--- config.mk ---
export PLATFORM = sky130hd
export DESIGN_NAME = hng_norm_unit
export DESIGN_NICKNAME = d
export VERILOG_FILES = /design/src/hdl/hng_pkg.sv /design/src/hdl/hng_norm_unit.sv
export SDC_FILE = /design/constraint.sdc
export NUM_CORES = 2
export LEC_CHECK = 0
export BUFFER_PORTS_ARGS = -buffer_cell sky130_fd_sc_hd__buf_2
export CAP_MARGIN = 30
export CORE_MARGIN = 2
export CORE_UTILIZATION = 66
export CTS_BUF_LIST = sky130_fd_sc_hd__clkbuf_4 sky130_fd_sc_hd__clkbuf_8
export CTS_CLUSTER_SIZE = 8
export DETAILED_ROUTE_END_ITERATION = 8
export PLACE_DENSITY = 0.92
export SYNTH_ARGS = -nofsm -noshare
export SYNTH_HDL_FRONTEND = slang
export SYNTH_SLANG_ARGS = --single-unit
--- constraint.sdc ---
create_clock -name clk_i -period 7.6 [get_ports clk_i]
set_input_delay 0.76 -clock clk_i [delete_from_list [all_inputs] [get_ports clk_i]]
set_output_delay 0.76 -clock clk_i [all_outputs]
set_load 0.005 [all_outputs]
--- src/hdl/hng_pkg.sv ---
// ----------------------------------------------------------------------------
// hng_pkg
// Shared types and constants of the heightmap normal generator.
// ----------------------------------------------------------------------------
package hng_pkg;

  localparam int HEIGHT_W     = 16;
  localparam int GRID_W       = 9;
  localparam int COORD_W      = 8;
  localparam int NORM_W       = 16;
  localparam int NORM_Y_W     = 15;
  localparam int DIFF_W       = 17;
  localparam int MAG_W        = 16;
  localparam int SQ_W         = 32;
  localparam int SUM_W        = 34;
  localparam int QUO_W        = 31;
  localparam int MAX_SIZE_DEF = 256;
  localparam int GRID_RESET   = 256;
  // square of the fixed vertical component (512 * 512)
  localparam logic [SQ_W-1:0] UNIT_SQ = 32'd262144;

  typedef enum logic [1:0] {
    ST_IDLE,
    ST_READ,
    ST_CALC,
    ST_OUT
  } ctl_state_e;

  typedef enum logic [2:0] {
    NS_IDLE,
    NS_SQA,
    NS_SQC,
    NS_SUM,
    NS_DIV,
    NS_ROOT
  } norm_state_e;

  // finished normal from the arithmetic unit
  typedef struct packed {
    logic                       done;
    logic signed [NORM_W-1:0]   nx;
    logic        [NORM_Y_W-1:0] ny;
    logic signed [NORM_W-1:0]   nz;
  } norm_res_t;

endpackage

--- src/hdl/hng_norm_unit.sv ---
// ----------------------------------------------------------------------------
// hng_norm_unit
// Normalizes (a, 512, c): squares, restoring divide and digit-wise square
// root, shared over the three components.
// ----------------------------------------------------------------------------
module hng_norm_unit import hng_pkg::*; (
  input  logic                     clk_i,
  input  logic                     rst_ni,
  input  logic                     start_i,
  input  logic signed [DIFF_W-1:0] a_i,
  input  logic signed [DIFF_W-1:0] c_i,
  output norm_res_t                res_o
);

  norm_state_e state_q, state_d;

  logic [MAG_W-1:0]    am_q, cm_q;
  logic                a_neg_q, c_neg_q;
  logic [SQ_W-1:0]     sqa_q, sqc_q;
  logic [SUM_W-1:0]    s_q;
  logic [1:0]          comp_q;
  logic [4:0]          it_q;
  logic [SUM_W-1:0]    rem_q;
  logic                lsb_q;
  logic [QUO_W-1:0]    quo_q;
  logic [31:0]         v_q, r_q, bit_q;
  logic [NORM_Y_W-1:0] mx_q, my_q, mz_q;
  logic                done_q;

  logic [SUM_W:0]      trial;
  logic [SUM_W:0]      trial_sub;
  logic [31:0]         rb;
  logic [NORM_Y_W-1:0] rounded;

  assign trial     = {rem_q, lsb_q};
  assign trial_sub = trial - {1'b0, s_q};
  assign rb        = r_q + bit_q;
  assign rounded   = NORM_Y_W'((17'(r_q[15:0]) + 17'd1) >> 1);

  always_ff @(posedge clk_i or negedge rst_ni) begin
    if (!rst_ni) begin
      state_q <= NS_IDLE;
      done_q  <= 1'b0;
    end else begin
      state_q <= state_d;
      done_q  <= (state_q == NS_ROOT) && (bit_q == 32'd0) && (comp_q == 2'd2);
    end
  end

  always_comb begin
    state_d = state_q;
    case (state_q)
      NS_IDLE: if (start_i) state_d = NS_SQA;
      NS_SQA:  state_d = NS_SQC;
      NS_SQC:  state_d = NS_SUM;
      NS_SUM:  state_d = NS_DIV;
      NS_DIV:  if (it_q == 5'd0) state_d = NS_ROOT;
      NS_ROOT: begin
        if (bit_q == 32'd0) begin
          state_d = (comp_q == 2'd2) ? NS_IDLE : NS_DIV;
        end
      end
      default: state_d = NS_IDLE;
    endcase
  end

  // datapath
  always_ff @(posedge clk_i) begin
    case (state_q)
      NS_IDLE: begin
        if (start_i) begin
          a_neg_q <= a_i[DIFF_W-1];
          c_neg_q <= c_i[DIFF_W-1];
          am_q    <= MAG_W'(a_i[DIFF_W-1] ? -a_i : a_i);
          cm_q    <= MAG_W'(c_i[DIFF_W-1] ? -c_i : c_i);
        end
      end
      NS_SQA: sqa_q <= am_q * am_q;
      NS_SQC: sqc_q <= cm_q * cm_q;
      NS_SUM: begin
        s_q    <= SUM_W'(sqa_q) + SUM_W'(sqc_q) + SUM_W'(UNIT_SQ);
        comp_q <= 2'd0;
        rem_q  <= SUM_W'(sqa_q >> 1);
        lsb_q  <= sqa_q[0];
        it_q   <= 5'(QUO_W - 1);
        quo_q  <= '0;
      end
      NS_DIV: begin
        // one quotient bit per cycle
        if (!trial_sub[SUM_W]) begin
          rem_q <= SUM_W'(trial_sub);
          quo_q <= {quo_q[QUO_W-2:0], 1'b1};
        end else begin
          rem_q <= SUM_W'(trial);
          quo_q <= {quo_q[QUO_W-2:0], 1'b0};
        end
        lsb_q <= 1'b0;
        it_q  <= it_q - 5'd1;
        if (it_q == 5'd0) begin
          v_q   <= 32'(trial_sub[SUM_W] ? {quo_q[QUO_W-2:0], 1'b0}
                                        : {quo_q[QUO_W-2:0], 1'b1});
          r_q   <= '0;
          bit_q <= 32'h4000_0000;
        end
      end
      NS_ROOT: begin
        // one root digit per cycle
        if (bit_q != 32'd0) begin
          if (v_q >= rb) begin
            v_q <= v_q - rb;
            r_q <= (r_q >> 1) + bit_q;
          end else begin
            r_q <= r_q >> 1;
          end
          bit_q <= bit_q >> 2;
        end else begin
          case (comp_q)
            2'd0:    mx_q <= rounded;
            2'd1:    my_q <= rounded;
            default: mz_q <= rounded;
          endcase
          comp_q <= comp_q + 2'd1;
          it_q   <= 5'(QUO_W - 1);
          quo_q  <= '0;
          if (comp_q == 2'd0) begin
            rem_q <= SUM_W'(UNIT_SQ >> 1);
            lsb_q <= 1'b0;
          end else begin
            rem_q <= SUM_W'(sqc_q >> 1);
            lsb_q <= sqc_q[0];
          end
        end
      end
      default: ;
    endcase
  end

  assign res_o.done = done_q;
  assign res_o.nx   = a_neg_q ? -$signed({1'b0, mx_q}) : $signed({1'b0, mx_q});
  assign res_o.ny   = my_q;
  assign res_o.nz   = c_neg_q ? -$signed({1'b0, mz_q}) : $signed({1'b0, mz_q});

endmodule

==> run summary <==
The fill cell instance count of the final layout is 3535, and the clock buffer count from CTS is 58. After technology mapping, the gate count stands at 3696. The repair_antennas step left the layout with diodes totalling 0. Of all nets on the critical path, the largest fanout is 15. For this run, the leading register cell type out of synthesis is sky130_fd_sc_hd__edfxtp_1. After global routing the overflow that remains totals 0. OpenSTA, run right after detailed placement, puts the worst setup slack at 0.465 ns.

The finished layout holds 4490 standard cells, fillers aside. The classification of the worst-slack hold path was input port to flop. The critical path contains buffers and inverters numbering 4 combined.

The tools report the post-synth net total as 4435. The clock-pin slew reported for the worst setup and hold paths after clock tree synthesis was 0.08 ns. The maximum level of the CTS H-tree was 2; the max-capacitance violation count was 0.

Critical path data required time: 8.01 ns. Counting tap cells, the placed design contains a total of 4383 instances. At the worst endpoint, the arrival time is 7.65 ns.

The number of cells on the worst reg-to-reg path is 23. At the pin with the least slew margin, the transition time is 1.01 ns. The critical path is of the flop to flop type. Cell taking the most area after synthesis: sky130_fd_sc_hd__edfxtp_1.

In the synthesized netlist, the cells that appear most often are 600 x sky130_fd_sc_hd__inv_1, 375 x sky130_fd_sc_hd__ha_1, 349 x sky130_fd_sc_hd__nand2_1, 327 x sky130_fd_sc_hd__edfxtp_1, 327 x sky130_fd_sc_hd__fa_1. The initial antenna violation count is 1. For the count of pins over their slew limit, the log shows 0. For this design, the sink count on the clock tree is 331. The run gives 2298 as the DRC violation total after the first TritonRoute iteration. Setup repair after global routing left no endpoint under its margin. In this run the tool buffered the top-level ports with 84 buffer cells. Subtracting the final worst setup slack from the clock period gives 7.25 ns. The clock insertion delay at the later pin of the skew report came out at 0.71 ns.

The worst register-to-register path begins at am_q[13]. The most prevalent standard cell on the critical path was sky130_fd_sc_hd__fa_1. The tools report the number of detailed-routing iterations run before antenna repair as 6.

Count of endpoints failing hold in the final timing report: 0. The logs give 28600 for the number of global-route vias before repair and 0.0602 ns for the maximum clock skew at final layout. The floorplan step defined a die boundary enclosing 55600 um2.

Counting flops with an async set or reset pin after synthesis yields a share of 1.21%. The reg-to-reg setup timing slack was 0.35 ns. The final net count is 4495. The slowest cell on the critical path was sky130_fd_sc_hd__edfxtp_1. The synthesized netlist occupies a cell area of 35400 um2. The area growth from synthesis to layout is 6.56%. The worst hold path begins at a_i[0]. The logs give 85 for the number of top-level pins and 82 for the number of unique standard cell types used by synthesis. For the half-perimeter wire length after placement, the log shows 66500 um. The maximum single-stage delay on the critical path is 0.77 ns. Ranked by total cell area, the synthesized netlist is headed by sky130_fd_sc_hd__edfxtp_1 28%, sky130_fd_sc_hd__fa_1 18%, sky130_fd_sc_hd__ha_1 13%.

The logs give 28.0% for the part of the Yosys area used for sequential elements and 67.0% for the effective utilization at floorplan. The number of flops mapped to enable cells by yosys is 327. Traced cell by cell, the critical path runs through inv_1, nor2_1, ha_1, xor2_1, fa_1, inv_1, fa_1, fa_1, fa_1, inv_1, fa_1, inv_1, ha_1, nand2_1, nor2_1, nand4_1, o211ai_1, a2111oi_2, o31a_1, a21oi_1, a21o_1, a21oi_1, xnor2_1.

Adding up every negative setup slack in the final design gives 0 ns. The most common cell in the synthesized netlist is sky130_fd_sc_hd__inv_1. Entering global routing, the biggest net connects 97 pins. After layout, the worst setup slack is 0.352 ns.

The post-detailed-route count of antenna-violating nets is 0, and the routability congestion estimate is 0.936. The average footprint of a synthesized cell was 9.59 um2; the overall fraction of global-route tracks in use was 31.2%. TritonCTS built the clock tree.

Setup violations remaining at the end of the flow were counted as 0. The proportion of layout cells with a drive suffix above 1 is 6.71%, and the maximum count of clock buffers along a single path is 3. Highest achievable clock rate: 0.138 GHz. Number of warnings printed during yosys synthesis: 0. The worst slack on hold paths is 0.323 ns, and the register bit count reported by yosys is 331. The end point of the most critical hold path is am_q[0].

For this run, design rule violations remaining after detail routing come to 0. The share of synthesized area in the top cell type comes to 27.7%. The wire length per cell is 19.2 um. In this run the horizontal extent of the chip is 236 um.

STA classifies the critical path startpoint as a flop. After floorplanning, the core was divided into 84 placement rows. The final layout contains routed wiring with a total length of 86000 um. From bottom edge to top edge, the die measures 236 um. The global-route wire length before repair is 141000 um. In the routed layout, each cell is associated on average with a via count of 6.12. The clock root buffer is sky130_fd_sc_hd__clkbuf_8. Once the clock tree was built, the setup fixing pass inserted 0 buffers.

The critical path's top delay family is adder cells. The run finished with clean final reports. The worst setup path is captured at a flop. The overall via count from detail_route is 27500, and the core outline area is 52900 um2. The share of the clock period used by the worst path works out to 95.4%. The endpoint of the lowest-slack register-to-register path was sqa_q[31]. The tools report the worst relative slew slack as 32.8%. The worst hold path cell count works out to 1.
==> per-layer routing <==
metal	wire, um	part of all wire (%)	global-route usage, %
met2	42400	49	54.7
met4	5630	6.5	18.0
met3	6290	7.3	4.12
met1	31700	37	37.1
met5	14	0.016	0
==> cell usage in the layout (no fill, tap or decap), types with 97 or more instances in the layout <==
cell                       netlist  layout
sky130_fd_sc_hd__ha_1          375     375
sky130_fd_sc_hd__o21ai_0       151     151
sky130_fd_sc_hd__nor2_1        183     181
sky130_fd_sc_hd__xnor2_1       165     165
sky130_fd_sc_hd__xor2_1         97      97
sky130_fd_sc_hd__edfxtp_1      327     327
sky130_fd_sc_hd__fa_1          327     327
sky130_fd_sc_hd__a21oi_1       187     187
sky130_fd_sc_hd__nand2_1       349     348
sky130_fd_sc_hd__inv_1         600     599
==> registers in the layout, indices dropped and copies added (netlist names), 2 cells and up <==
register and flops:
cm_q 16, mz_q 15, r_q 32, bit_q 16, quo_q 30, sqa_q 31, it_q 5, state_q 3
my_q 15, am_q 16, s_q 34, rem_q 34, comp_q 2, mx_q 15, v_q 32, sqc_q 31
==> worst max-delay path by stage <==
stage	end	start	slack (ns)	cells past startpoint
5_1_grt	sqa_q[31]	am_q[13]	0.07	23
3_3_place_gp	sqa_q[31]	am_q[6]	0.77	23
2_1_floorplan	v_q[0]	r_q[2]	0.71	21
6_report	sqa_q[31]	am_q[13]	0.35	23
4_1_cts	sqa_q[31]	am_q[13]	0.32	23
3_5_place_dp	sqa_q[31]	am_q[13]	0.47	23
==> worst reg2reg max path: stages (launching register included) <==
cell                        delay, ns
sky130_fd_sc_hd__edfxtp_1        0.77
sky130_fd_sc_hd__inv_1           0.33
sky130_fd_sc_hd__nor2_1          0.26
sky130_fd_sc_hd__ha_1            0.29
sky130_fd_sc_hd__xor2_1          0.19
sky130_fd_sc_hd__fa_1            0.55
sky130_fd_sc_hd__inv_1           0.05
sky130_fd_sc_hd__fa_1            0.49
sky130_fd_sc_hd__fa_1            0.47
sky130_fd_sc_hd__fa_1            0.53
sky130_fd_sc_hd__inv_1           0.06
sky130_fd_sc_hd__fa_1            0.47
sky130_fd_sc_hd__inv_1           0.04
sky130_fd_sc_hd__ha_1            0.40
sky130_fd_sc_hd__nand2_1         0.12
sky130_fd_sc_hd__nor2_1          0.21
sky130_fd_sc_hd__nand4_1         0.18
sky130_fd_sc_hd__o211ai_1        0.45
sky130_fd_sc_hd__a2111oi_2       0.19
sky130_fd_sc_hd__o31a_1          0.34
sky130_fd_sc_hd__a21oi_1         0.24
sky130_fd_sc_hd__a21o_1          0.17
sky130_fd_sc_hd__a21oi_1         0.08
sky130_fd_sc_hd__xnor2_1         0.13
==> what timing repair did <==
item                                    in CTS  in global routing
hold endpoints to repair                     4                  0
hold buffers                                 1                  0
resized for setup                            0                  2
endpoints found under the setup margin       0                  1
==> cell families (layout without fill, tap and decap cells) <==
logic type                 Yosys count  count (layout)  synth area share [%]
other                                1               1                0.0106
buffers and inverters              717             823                  7.67
AOI/OAI and AO/OA                  711             711                  12.9
and+or+nand+nor                    967             967                  13.1
adders and majority gates          702             702                  31.7
muxes                                5               5                 0.152
DFF                                331             331                  28.0
xor gates and xnor gates           262             262                  6.48
==> stage by stage <==
step	utilization (%)	area [um2]
CTS	71.4	37800
floorplan	-	35400
finish	71.4	37800
global route	71.4	37800
detailed placement	69.2	36600
global placement	69.1	36500
==> layout make-up <==
type                            count  area [um2]  share of cell area, %
Inverter                          601        2260                   5.97
Clock buffer                       75         945                   2.50
Sequential cell                   331        9920                   26.3
Multi-Input combinational cell   2648       22900                   60.5
Tap cell                          688         861                   2.28
Clock inverter                     31         243                  0.643
Timing Repair Buffer              116         683                   1.81
Power is left out: the tool's default activity adds up to more than one toggle a clock period on the data nets, which glitch-free logic cannot reach.
